<file path="config.mk">
export PLATFORM = sky130hd
export DESIGN_NAME = aabb_frustum_cull_merge_top
export DESIGN_NICKNAME = d
export VERILOG_FILES = /design/src/rtl/core/afcm_pkg.sv /design/src/rtl/core/afcm_mac.sv /design/src/rtl/core/aabb_frustum_cull_merge_top.sv
export SDC_FILE = /design/constraint.sdc
export NUM_CORES = 2
export LEC_CHECK = 0
export BUFFER_PORTS_ARGS = -buffer_cell sky130_fd_sc_hd__buf_2
export CORE_AREA = 2 2 347 349
export CTS_BUF_LIST = sky130_fd_sc_hd__clkbuf_4 sky130_fd_sc_hd__clkbuf_8
export CTS_CLUSTER_DIAMETER = 120
export CTS_CLUSTER_SIZE = 28
export DETAILED_ROUTE_END_ITERATION = 6
export DIE_AREA = 0 0 349 351
export PLACE_DENSITY_LB_ADDON = 0.12
export SETUP_SLACK_MARGIN = 0.5
export SYNTH_ARGS = -nofsm -noshare
export SYNTH_HDL_FRONTEND = slang
export SYNTH_SLANG_ARGS = --single-unit
</file>
<file path="constraint.sdc">
create_clock -name i_clk -period 13 [get_ports i_clk]
set_input_delay 0 -clock i_clk [delete_from_list [all_inputs] [get_ports i_clk]]
set_output_delay 0 -clock i_clk [all_outputs]
set_load 0.02 [all_outputs]
</file>
<file path="src/rtl/core/afcm_pkg.sv">
`default_nettype none

package afcm_pkg;

    // Number of stored frustum planes.
    localparam int NUM_PLANES = 6;
    localparam int PLANE_W    = (NUM_PLANES > 1) ? $clog2(NUM_PLANES) : 1;

    // Field widths.
    localparam int MODE_W   = 2;
    localparam int PIDX_W   = 3;
    localparam int NORM_W   = 18;
    localparam int COORD_W  = 32;
    localparam int FRAC_W   = 16;
    localparam int NAXES    = 3;
    localparam int AXIS_W   = 2;

    // Exact product and sum widths: an 18 by 32 product, and three of them
    // plus the offset scaled up by the fraction width.
    localparam int PROD_W = NORM_W + COORD_W;
    localparam int OFFS_W = COORD_W + FRAC_W;
    localparam int ACC_W  = PROD_W + 2;

    // Item modes.
    localparam logic [MODE_W-1:0] MODE_LOAD    = 2'd0;
    localparam logic [MODE_W-1:0] MODE_BOX     = 2'd1;
    localparam logic [MODE_W-1:0] MODE_BOX_END = 2'd2;

    // Sequencer states.
    typedef enum logic [1:0] {
        ST_IDLE,
        ST_MUL,
        ST_DRAIN,
        ST_MERGE
    } t_state;

    // One stored plane.
    typedef struct packed {
        logic signed [NORM_W-1:0]  normal_x;
        logic signed [NORM_W-1:0]  normal_y;
        logic signed [NORM_W-1:0]  normal_z;
        logic signed [COORD_W-1:0] offset;
    } t_plane;

    // Control that travels with each term into the multiply-accumulate unit.
    typedef struct packed {
        logic vld;
        logic first;
        logic last;
    } t_mac_ctl;

endpackage

`default_nettype wire

</file>
<file path="src/rtl/core/afcm_mac.sv">
`default_nettype none

module afcm_mac (
    input  wire                                     i_clk,
    input  wire                                     i_rst_n,
    input  wire                                     i_clear,
    input  wire afcm_pkg::t_mac_ctl                 i_ctl,
    input  wire signed [afcm_pkg::NORM_W-1:0]       i_normal,
    input  wire signed [afcm_pkg::COORD_W-1:0]      i_coord,
    input  wire signed [afcm_pkg::COORD_W-1:0]      i_offset,
    output logic                                    o_culled
);

    logic signed [afcm_pkg::PROD_W-1:0]  n_prod;
    logic signed [afcm_pkg::PROD_W-1:0]  r_prod;
    logic signed [afcm_pkg::COORD_W-1:0] r_off;
    afcm_pkg::t_mac_ctl                  r_ctl;
    logic signed [afcm_pkg::ACC_W-1:0]   r_acc;
    logic signed [afcm_pkg::ACC_W-1:0]   n_acc;
    logic signed [afcm_pkg::OFFS_W-1:0]  off_sh;
    logic                                r_culled;

    // First stage: one exact signed product per cycle.
    assign n_prod = afcm_pkg::PROD_W'(i_normal) * afcm_pkg::PROD_W'(i_coord);

    // Second stage: a plane's sum starts from its scaled offset.
    assign off_sh = {r_off, {afcm_pkg::FRAC_W{1'b0}}};
    assign n_acc  = (r_ctl.first ? afcm_pkg::ACC_W'(off_sh) : r_acc)
                  + afcm_pkg::ACC_W'(r_prod);

    always_ff @(posedge i_clk) begin
        if (!i_rst_n) begin
            r_ctl    <= '0;
            r_culled <= 1'b0;
        end else begin
            r_ctl <= i_ctl;
            if (i_clear) begin
                r_culled <= 1'b0;
            end else if (r_ctl.vld && r_ctl.last
                         && !n_acc[afcm_pkg::ACC_W-1] && (n_acc != '0)) begin
                // The picked corner lies strictly outside this plane.
                r_culled <= 1'b1;
            end
        end
    end

    // Payload of the pipeline needs no reset.
    always_ff @(posedge i_clk) begin
        r_prod <= n_prod;
        r_off  <= i_offset;
        if (r_ctl.vld) begin
            r_acc <= n_acc;
        end
    end

    assign o_culled = r_culled;

endmodule

`default_nettype wire

</file>
<file path="src/rtl/core/aabb_frustum_cull_merge_top.sv">
`default_nettype none

// Frustum culling of axis-aligned boxes with a running merge of the visible
// ones. A load word (mode 0) writes one of the NUM_PLANES stored planes and
// gives no result; a load to a slot beyond the last plane and a word of
// mode 3 are dropped. A box word (mode 1, or mode 2 to end the set) is
// tested against every stored plane by one shared 18 by 32 multiplier that
// takes one axis of one plane per cycle; the block then drains the
// multiplier, waits until the output register is free, and takes no new
// word until the box is finished. Its result then sits in the output
// register while the next word is accepted. Every box gives one result word
// with its own visibility, the merged bounds of the set so far (zero while
// no box is visible) and a set-end flag; the set-end box clears the merge
// after its result. Planes must be loaded before boxes are sent.
module aabb_frustum_cull_merge_top (
    input  wire                                 i_clk,
    input  wire                                 i_rst_n,

    input  wire                                 i_in_valid,
    output logic                                o_in_ready,
    input  wire [afcm_pkg::MODE_W-1:0]          i_mode,
    input  wire [afcm_pkg::PIDX_W-1:0]          i_plane_index,
    input  wire signed [afcm_pkg::NORM_W-1:0]   i_normal_x,
    input  wire signed [afcm_pkg::NORM_W-1:0]   i_normal_y,
    input  wire signed [afcm_pkg::NORM_W-1:0]   i_normal_z,
    input  wire signed [afcm_pkg::COORD_W-1:0]  i_plane_offset,
    input  wire signed [afcm_pkg::COORD_W-1:0]  i_low_x,
    input  wire signed [afcm_pkg::COORD_W-1:0]  i_low_y,
    input  wire signed [afcm_pkg::COORD_W-1:0]  i_low_z,
    input  wire signed [afcm_pkg::COORD_W-1:0]  i_high_x,
    input  wire signed [afcm_pkg::COORD_W-1:0]  i_high_y,
    input  wire signed [afcm_pkg::COORD_W-1:0]  i_high_z,

    output logic                                o_out_valid,
    input  wire                                 i_out_ready,
    output logic                                o_box_visible,
    output logic                                o_any_visible,
    output logic                                o_set_done,
    output logic signed [afcm_pkg::COORD_W-1:0] o_merged_low_x,
    output logic signed [afcm_pkg::COORD_W-1:0] o_merged_low_y,
    output logic signed [afcm_pkg::COORD_W-1:0] o_merged_low_z,
    output logic signed [afcm_pkg::COORD_W-1:0] o_merged_high_x,
    output logic signed [afcm_pkg::COORD_W-1:0] o_merged_high_y,
    output logic signed [afcm_pkg::COORD_W-1:0] o_merged_high_z
);

    afcm_pkg::t_state                    r_state;
    afcm_pkg::t_state                    n_state;
    logic [afcm_pkg::PLANE_W-1:0]        r_plane;
    logic [afcm_pkg::AXIS_W-1:0]         r_axis;
    afcm_pkg::t_plane                    r_planes [afcm_pkg::NUM_PLANES];
    afcm_pkg::t_plane                    cur_plane;
    logic signed [afcm_pkg::COORD_W-1:0] r_lo [afcm_pkg::NAXES];
    logic signed [afcm_pkg::COORD_W-1:0] r_hi [afcm_pkg::NAXES];
    logic                                r_end;
    logic signed [afcm_pkg::COORD_W-1:0] r_mlo [afcm_pkg::NAXES];
    logic signed [afcm_pkg::COORD_W-1:0] r_mhi [afcm_pkg::NAXES];
    logic signed [afcm_pkg::COORD_W-1:0] n_mlo [afcm_pkg::NAXES];
    logic signed [afcm_pkg::COORD_W-1:0] n_mhi [afcm_pkg::NAXES];
    logic                                r_found;
    logic                                n_found;
    logic                                r_out_valid;
    logic                                r_out_vis;
    logic                                r_out_any;
    logic                                r_out_done;
    logic signed [afcm_pkg::COORD_W-1:0] r_out_lo [afcm_pkg::NAXES];
    logic signed [afcm_pkg::COORD_W-1:0] r_out_hi [afcm_pkg::NAXES];

    logic                                in_fire;
    logic                                is_box;
    logic                                load_ok;
    logic                                last_issue;
    logic                                slot_free;
    logic                                do_merge;
    logic                                vis;
    logic                                culled;
    afcm_pkg::t_mac_ctl                  mac_ctl;
    logic signed [afcm_pkg::NORM_W-1:0]  sel_normal;
    logic signed [afcm_pkg::COORD_W-1:0] sel_coord;

    // Word acceptance and decode.
    assign in_fire = i_in_valid && o_in_ready;
    assign is_box  = (i_mode == afcm_pkg::MODE_BOX) || (i_mode == afcm_pkg::MODE_BOX_END);
    assign load_ok = (i_mode == afcm_pkg::MODE_LOAD)
                  && ({1'b0, i_plane_index} < 4'(afcm_pkg::NUM_PLANES));

    assign last_issue = (r_axis == afcm_pkg::AXIS_W'(afcm_pkg::NAXES - 1))
                     && (r_plane == afcm_pkg::PLANE_W'(afcm_pkg::NUM_PLANES - 1));
    assign slot_free  = !r_out_valid || i_out_ready;

    // Next state.
    always_comb begin
        n_state = r_state;
        unique case (r_state)
            afcm_pkg::ST_IDLE: begin
                if (in_fire && is_box) begin
                    n_state = afcm_pkg::ST_MUL;
                end
            end
            afcm_pkg::ST_MUL: begin
                if (last_issue) begin
                    n_state = afcm_pkg::ST_DRAIN;
                end
            end
            afcm_pkg::ST_DRAIN: begin
                n_state = afcm_pkg::ST_MERGE;
            end
            afcm_pkg::ST_MERGE: begin
                if (slot_free) begin
                    n_state = afcm_pkg::ST_IDLE;
                end
            end
            default: begin
                n_state = afcm_pkg::ST_IDLE;
            end
        endcase
    end

    // Sequencer outputs.
    always_comb begin
        o_in_ready    = 1'b0;
        mac_ctl.vld   = 1'b0;
        mac_ctl.first = (r_axis == '0);
        mac_ctl.last  = (r_axis == afcm_pkg::AXIS_W'(afcm_pkg::NAXES - 1));
        do_merge      = 1'b0;
        unique case (r_state)
            afcm_pkg::ST_IDLE:  o_in_ready  = 1'b1;
            afcm_pkg::ST_MUL:   mac_ctl.vld = 1'b1;
            afcm_pkg::ST_DRAIN: mac_ctl.vld = 1'b0;
            afcm_pkg::ST_MERGE: do_merge    = slot_free;
            default:            o_in_ready  = 1'b0;
        endcase
    end

    // Operand selection: the corner on the negative side of the normal.
    assign cur_plane = r_planes[r_plane];
    always_comb begin
        unique case (r_axis)
            2'd0:    sel_normal = cur_plane.normal_x;
            2'd1:    sel_normal = cur_plane.normal_y;
            default: sel_normal = cur_plane.normal_z;
        endcase
    end
    always_comb begin
        unique case (r_axis)
            2'd0:    sel_coord = sel_normal[afcm_pkg::NORM_W-1] ? r_hi[0] : r_lo[0];
            2'd1:    sel_coord = sel_normal[afcm_pkg::NORM_W-1] ? r_hi[1] : r_lo[1];
            default: sel_coord = sel_normal[afcm_pkg::NORM_W-1] ? r_hi[2] : r_lo[2];
        endcase
    end

    afcm_mac u_mac (
        .i_clk    (i_clk),
        .i_rst_n  (i_rst_n),
        .i_clear  (in_fire),
        .i_ctl    (mac_ctl),
        .i_normal (sel_normal),
        .i_coord  (sel_coord),
        .i_offset (cur_plane.offset),
        .o_culled (culled)
    );

    // Merge: the first visible box starts the bounds, later ones widen them.
    assign vis     = !culled;
    assign n_found = r_found || vis;
    always_comb begin
        for (int a = 0; a < afcm_pkg::NAXES; a++) begin
            n_mlo[a] = r_mlo[a];
            n_mhi[a] = r_mhi[a];
            if (vis) begin
                if (!r_found || (r_lo[a] < r_mlo[a])) begin
                    n_mlo[a] = r_lo[a];
                end
                if (!r_found || (r_hi[a] > r_mhi[a])) begin
                    n_mhi[a] = r_hi[a];
                end
            end
        end
    end

    // Control registers and merge state.
    always_ff @(posedge i_clk) begin
        if (!i_rst_n) begin
            r_state     <= afcm_pkg::ST_IDLE;
            r_plane     <= '0;
            r_axis      <= '0;
            r_found     <= 1'b0;
            r_out_valid <= 1'b0;
            for (int a = 0; a < afcm_pkg::NAXES; a++) begin
                r_mlo[a] <= '0;
                r_mhi[a] <= '0;
            end
        end else begin
            r_state <= n_state;

            // Plane and axis counters step through every term of the box.
            if (in_fire) begin
                r_plane <= '0;
                r_axis  <= '0;
            end else if (r_state == afcm_pkg::ST_MUL) begin
                if (r_axis == afcm_pkg::AXIS_W'(afcm_pkg::NAXES - 1)) begin
                    r_axis  <= '0;
                    r_plane <= r_plane + 1'b1;
                end else begin
                    r_axis <= r_axis + 1'b1;
                end
            end

            if (do_merge) begin
                r_out_valid <= 1'b1;
            end else if (i_out_ready) begin
                r_out_valid <= 1'b0;
            end

            // The set-end box clears the merge after its result is formed.
            if (do_merge) begin
                r_found <= r_end ? 1'b0 : n_found;
                for (int a = 0; a < afcm_pkg::NAXES; a++) begin
                    r_mlo[a] <= r_end ? '0 : n_mlo[a];
                    r_mhi[a] <= r_end ? '0 : n_mhi[a];
                end
            end
        end
    end

    // Payload registers: plane store, captured box and result word.
    always_ff @(posedge i_clk) begin
        if (in_fire && load_ok) begin
            r_planes[i_plane_index[afcm_pkg::PLANE_W-1:0]] <=
                '{normal_x: i_normal_x, normal_y: i_normal_y,
                  normal_z: i_normal_z, offset: i_plane_offset};
        end
        if (in_fire && is_box) begin
            r_lo[0] <= i_low_x;
            r_lo[1] <= i_low_y;
            r_lo[2] <= i_low_z;
            r_hi[0] <= i_high_x;
            r_hi[1] <= i_high_y;
            r_hi[2] <= i_high_z;
            r_end   <= (i_mode == afcm_pkg::MODE_BOX_END);
        end
        if (do_merge) begin
            r_out_vis  <= vis;
            r_out_any  <= n_found;
            r_out_done <= r_end;
            for (int a = 0; a < afcm_pkg::NAXES; a++) begin
                r_out_lo[a] <= n_mlo[a];
                r_out_hi[a] <= n_mhi[a];
            end
        end
    end

    assign o_out_valid     = r_out_valid;
    assign o_box_visible   = r_out_vis;
    assign o_any_visible   = r_out_any;
    assign o_set_done      = r_out_done;
    assign o_merged_low_x  = r_out_lo[0];
    assign o_merged_low_y  = r_out_lo[1];
    assign o_merged_low_z  = r_out_lo[2];
    assign o_merged_high_x = r_out_hi[0];
    assign o_merged_high_y = r_out_hi[1];
    assign o_merged_high_z = r_out_hi[2];

endmodule

`default_nettype wire

</file>
Word level (Yosys, flattened, before mapping)

Memory sizes are Yosys's and may differ from the RTL's. A register that Yosys moved wholly into a read port is not among the register bits.
Cells that the tools add are included.

Flip-flop bits (word level): 151
RAM bits: 1,092
Input bits: 287
Output and inout port bits: 197
Word-level logic and storage cells: 133
Memories kept: 7

Add/subtract/negate cells: 3
$mul: 1
Order comparisons: 7
Equality and inequality tests: 11
Mux-type cells: 52
Bitwise logic cells: 7
Reduce and logical (&&, ||, !) cells: 29

Memory list:

| name            | words | bits a word | read ports | clocked after Yosys merged registers in | write ports | RTL line                          | text |
|---|---|---|---|---|---|---|---|
| r_planes        | 6     | 86          | 1          | 1                                       | 1           | aabb_frustum_cull_merge_top.sv:51 | `afcm_pkg::t_plane r_planes [afcm_pkg::NUM_PLANES];` |
| r_hi            | 3     | 32          | 3          | 0                                       | 3           | aabb_frustum_cull_merge_top.sv:54 | `logic signed [afcm_pkg::COORD_W-1:0] r_hi [afcm_pkg::NAXES];` |
| r_lo            | 3     | 32          | 3          | 0                                       | 3           | aabb_frustum_cull_merge_top.sv:53 | `logic signed [afcm_pkg::COORD_W-1:0] r_lo [afcm_pkg::NAXES];` |
| r_mhi           | 3     | 32          | 3          | 0                                       | 3           | aabb_frustum_cull_merge_top.sv:57 | `logic signed [afcm_pkg::COORD_W-1:0] r_mhi [afcm_pkg::NAXES];` |
| r_mlo           | 3     | 32          | 3          | 0                                       | 3           | aabb_frustum_cull_merge_top.sv:56 | `logic signed [afcm_pkg::COORD_W-1:0] r_mlo [afcm_pkg::NAXES];` |
| r_out_hi        | 3     | 32          | 3          | 0                                       | 3           | aabb_frustum_cull_merge_top.sv:67 | `logic signed [afcm_pkg::COORD_W-1:0] r_out_hi [afcm_pkg::NAXES];` |
| 1 more memories | -     | -           | -          | -                                       | -           | -                                 |  |

Operator list:

| operator              | number |
|---|---|
| $mux W32              | 27 |
| $gt A32 B32 Y1        | 3 |
| $lt A32 B32 Y1        | 3 |
| $pmux W32 S2          | 1 |
| $add A52 B50 Y52      | 1 |
| $mux W52              | 1 |
| $reduce_bool A52 Y1   | 1 |
| $mul A18 B32 Y50      | 1 |
| $pmux W18 S2          | 1 |
| $mux W1               | 15 |
| $logic_or A1 B1 Y1    | 9 |
| $eq A2 B2 Y1 const B  | 4 |
| $logic_and A1 B1 Y1   | 8 |
| $mux W2               | 4 |
| $pmux W2 S4           | 1 |
| $eq A2 B1 Y1 const B  | 3 |
| $logic_not A2 Y1      | 3 |
| $mux W3               | 2 |
| $ne A2 B2 Y1 const B  | 3 |
| $or A1 B1 Y1          | 6 |
| $logic_not A1 Y1      | 4 |
| $add A3 B1 Y3 const B | 1 |
| $eq A3 B3 Y1 const B  | 1 |
| $lt A3 B3 Y1 const B  | 1 |
| other kinds (6)       | 6 |

Depth between registers and ports, before layout

Depth in word-level cells: 7
Mapped depth: 37
Mapped depth without buffers: 34

By module

A second synthesis with hierarchy kept.

Cells, all modules: 6,032
Area, all modules: 75,735.1 um^2

By module, submodules not included:

| module                      | times used | cells each | area an instance (um^2) | seq. area each (um^2) |
|---|---|---|---|---|
| aabb_frustum_cull_merge_top | 1          | 3,111      | 48,804.3                | 33,151.8 |
| afcm_mac                    | 1          | 2,921      | 26,930.8                | 3,283.1 |

Worst setup path after synthesis

OpenSTA, ideal clock, no wires.

Path kind: flip-flop to flip-flop
Start: register r_state[0]
End: memory r_planes[0][0] in the netlist's numbering (enable)
Setup time: 0.751 ns
Data arrival time: 9.060 ns
Data required time: 12.249 ns
Slack: 3.188 ns
Cell stages (with the launch flop): 5
Path buffers: 0
Period minus slack after synthesis: 9.812 ns
Path through: dfxtp_1 -> inv_1 -> ha_1 -> nand2_1 -> nor4_1

Cells in the longest elaborated chain, start to end: 6

RTL lines:

| element                       | RTL line                           | text |
|---|---|---|
| start: declaration            | aabb_frustum_cull_merge_top.sv:47  | `afcm_pkg::t_state r_state;` |
| start signal: assignment      | aabb_frustum_cull_merge_top.sv:184 | `r_state <= afcm_pkg::ST_IDLE;` |
| start signal: assignment      | aabb_frustum_cull_merge_top.sv:194 | `r_state <= n_state;` |
| $logic_not A2 Y1              | aabb_frustum_cull_merge_top.sv:126 | `unique case (r_state)` |
| $mux W1                       | aabb_frustum_cull_merge_top.sv:126 |  |
| via o_in_ready                | aabb_frustum_cull_merge_top.sv:20  | `output logic o_in_ready,` |
| $logic_and A1 B1 Y1           | aabb_frustum_cull_merge_top.sv:82  | `assign in_fire = i_in_valid && o_in_ready;` |
| $logic_and A1 B1 Y1           | aabb_frustum_cull_merge_top.sv:228 | `if (in_fire && load_ok) begin` |
| $mux W1                       | aabb_frustum_cull_merge_top.sv:228 |  |
| $mux W1 (not written as such) | aabb_frustum_cull_merge_top.sv:229 | `r_planes[i_plane_index[afcm_pkg::PLANE_W-1:0]] <=` |
| end: declaration              | aabb_frustum_cull_merge_top.sv:51  |  |

The timed path passes the listed nets, and every way through them passes these cells.

==> metrics.md <==
| Metric | Value |
|---|---|
| Min setup slack post-route | `1.81 ns` |
| Final wirelength | `208,000 um` |
| DP Area | `80,000 um2` |
| TritonCTS clock tree | `built` |
| Area share of and/or/nand/nor cells after synthesis | `0.0933` |
| # port buffers | `483` |
| Clk pin slew, worst setup/hold paths | `0.17 ns` |
| CTS root buf | `clkbuf_8` |
| Chip height | `351 um` |
| Register area share after synthesis | `0.482` |
| Final Slew Violations | `0` |
| FP Rows | `127` |
| Worst EP required | `13.73 ns` |
| Cells after synthesis | `6,209` |
| Total gr overflow | `0` |
| Post-synthesis xor/xnor area fraction | `0.00823` |
| Slack of the worst reg-to-reg path | `1.81 ns` |
| Crit share post-route | `0.861` |
| RSZ-0062 raised after global routing | `no` |
| Mapped Nets | `7,419` |
| Cts bufs inserted | `52` |
| Ys async rst share | `0` |
| Critical path class | `register to register` |
| Max incr delay on CP | `0.95 ns` |
| Skew final | `0.103 ns` |
| Worst Path Arrival | `11.92 ns` |
| Vias in the first global route | `53,578` |
| DP HPWL | `146,000 um` |
| Latest clock arrival within the worst-skew pair | `0.88 ns` |
| Status | `finished with violations` |
| Mean post-synth cell area | `12.2 um2` |
| Post-synth top area share | `0.456` |
| Final setup fails | `0` |
| Dpl ws | `1.92 ns` |
| Initial antenna violation count | `14` |
| Drt drc | `0` |
| WL/cell | `23.8 um` |
| Layout cells sized above 1 | `0.137` |
| Fraction of the mapped netlist area in adder cells | `0.208` |
| Yosys Warn Count | `0` |
| Final net count | `8,371` |
| Core Area | `119,000 um2` |
| Peak Freq | `89.4 MHz` |
| Worst setup EP type | `register` |
| Via count | `53,307` |
| Yosys reg bits | `1,246` |
| Initial core utilization | `0.635` |
| Die W | `349 um` |
| Largest net degree at the start of global routing | `121` |
| Area grow syn2layout | `14.8%` |
| Syn Std Cell Area | `75,500 um2` |
| Mux cell area share after synthesis | `0.0722` |
| Post-CTS setup buffer count | `0` |
| Fin. Hold Viols | `0` |
| TritonCTS Sinks | `1,246` |
| Max-Cap Viols | `1` |
| Fill cells | `7,949` |
| Global-route wire length before repair | `315,000 um` |
| Compound-Gate Fraction of Synth Area | `0.0784` |
| Primary FF master, synth | `edfxtp_1` |
| HP Class | `input port to register` |
| Max-slew headroom | `0.00326` |
| Final setup TNS | `0 ns` |
| Post-synth EDFFs | `1,148` |
| Synth area leader | `edfxtp_1` |
| CP Max Fanout | `41` |
| Avg Vias per Cell | `6.09` |
| Final GP Congestion | `0.982` |
| CP max stage cell | `a21oi_1` |
| I/O pins | `484` |
| Setup crit start kind | `register` |
| Worst Tran Pin Value | `1.49 ns` |
| Crit path time final | `11.19 ns` |
| Area contributors post-synth | `edfxtp_1 (46%), fa_1 (15%), ha_1 (6.1%)` |
| Initial DRC Count | `5,685` |
| Failing checks | `max-capacitance violations` |
| Max clock buf depth | `3` |
| DRT Pass-1 Iters | `7` |
| Full die area | `122,000 um2` |
| H-tree Lvls | `2` |
| Largest family of logic cells by synthesized area | `adder cells` |
| Total Routing Usage GR | `0.338` |
| Design area | `86,700 um2` |
| Synth cell types | `80` |
| Final ANT Viol Nets | `0` |
## sequential cells by signal, indices dropped and copies added, names as in the netlist, 2 cells and up, named ones only
register / flops
r_plane: 3
r_out_hi: 96
r_hi: 96
r_planes: 516
r_state: 2
u_mac.r_prod: 50
u_mac.r_acc: 52
r_mlo: 96
u_mac.r_ctl: 3
r_out_lo: 96
r_lo: 96
r_mhi: 96
u_mac.r_off: 32
r_axis: 2
## worst max-delay path: cells and delay by family, from the launching register on
family                   cells  cell delay, ns
AND/OR/NAND/NOR              5            1.29
flip-flops                   1            0.88
AO/OA/AOI/OAI               12            4.18
buffers and inverters        6            0.55
multiplexers                 3            0.95
adder cells (fa/ha/maj)      7            3.18
## synthesized netlist by cell type (all sizes together), types with 23 or more instances
| master | number |
|---|---|
| xnor2 | 48 |
| xor2 | 23 |
| nor3 | 29 |
| mux4 | 110 |
| mux2i | 161 |
| a21o | 116 |
| dfxtp | 98 |
| a21oi | 306 |
| nand2b | 73 |
| and2 | 77 |
| o21a | 27 |
| o21ai | 203 |
| nand2 | 544 |
| a221o | 28 |
| fa | 554 |
| clkbuf | 206 |
| nand3 | 125 |
| edfxtp | 1148 |
| nor2 | 366 |
| o31ai | 33 |
| buf | 55 |
| nand4 | 78 |
| a221oi | 35 |
| mux2 | 121 |
| inv | 884 |
| ha | 369 |
| a2111oi | 33 |
| nor2b | 122 |
## metrics by stage
step | hold WS [ns] | std cells | util
floorplan | 0.0989 | 6209 | -
global placement | 0.177 | 8088 | 0.672
detailed placement | 0.178 | 8088 | 0.672
CTS | 0.0614 | 8748 | 0.729
global route | 0.123 | 8754 | 0.729
finish | 0.159 | 8755 | 0.729
## logic make-up after synthesis
group / count (synthesis)
and+or+nand+nor: 1510
DFF: 1246
buffers and inverters: 1145
adders and majority gates: 923
AOI/OAI and AO/OA: 922
muxes: 392
xor gates and xnor gates: 71
## path summary, 6_finish.rpt
| check | start | end | depth (start not counted) |
|---|---|---|---|
| worst max register to register | register | u_mac.r_prod[48]$_DFF_P_ | 33 |
| worst min-delay path | i_rst_n | r_state[0]$_SDFFE_PN0P_ | 3 |
| worst min register to register | r_planes[4][28]$_DFFE_PP_ | u_mac.r_off[28]$_DFF_P_ | 2 |
| worst max-delay path | register | u_mac.r_prod[48]$_DFF_P_ | 33 |
## cell usage in the layout (no fill, tap or decap), types with 27 or more instances in the layout
cell           instances
o21a_1                27
nor2_1               362
mux2i_1              161
a221o_1               28
mux4_2               110
a21o_1               116
nor2b_1              120
dlygate4sd3_1        567
nand3_1              125
o21ai_0              195
buf_4                108
and2_1                77
o31ai_1               33
buf_2                483
nand2b_1              73
a21oi_1              295
nand2_1              543
mux2_2               119
nor3_1                28
ha_1                 369
clkbuf_8              54
xnor2_1               48
inv_1                882
clkbuf_4              31
a221oi_1              29
fa_1                 554
nand4_1               78
edfxtp_1            1148
dfxtp_1               91
## what timing repair did
item                      CTS  global route
resized for setup           0             0
hold buffers              567             0
hold endpoints to repair  846             0
## cell type report
class | count | area (um2) | area share
clock buffer | 85 | 976 | 0.0113
antenna | 7 | 17.5 | 0.000202
tap | 1548 | 1940 | 0.0223
inverter | 884 | 3330 | 0.0384
clock inverter | 8 | 113 | 0.00130
sequential | 1246 | 36500 | 0.420
multi-input combinational | 3818 | 35000 | 0.403
timing repair buffer | 1159 | 8920 | 0.103
## metal layers
metal  global-route usage  up-vias  share of wire
li1                     -    23426              -
met1                0.454    26660           0.38
met2                0.543     2676           0.47
met3               0.0748      531           0.10
met4                0.134       14          0.044
met5                    0        -        0.00049
Power is not shown: default switching activity piles up to over one toggle a cycle in this logic, so the estimate is an artifact.
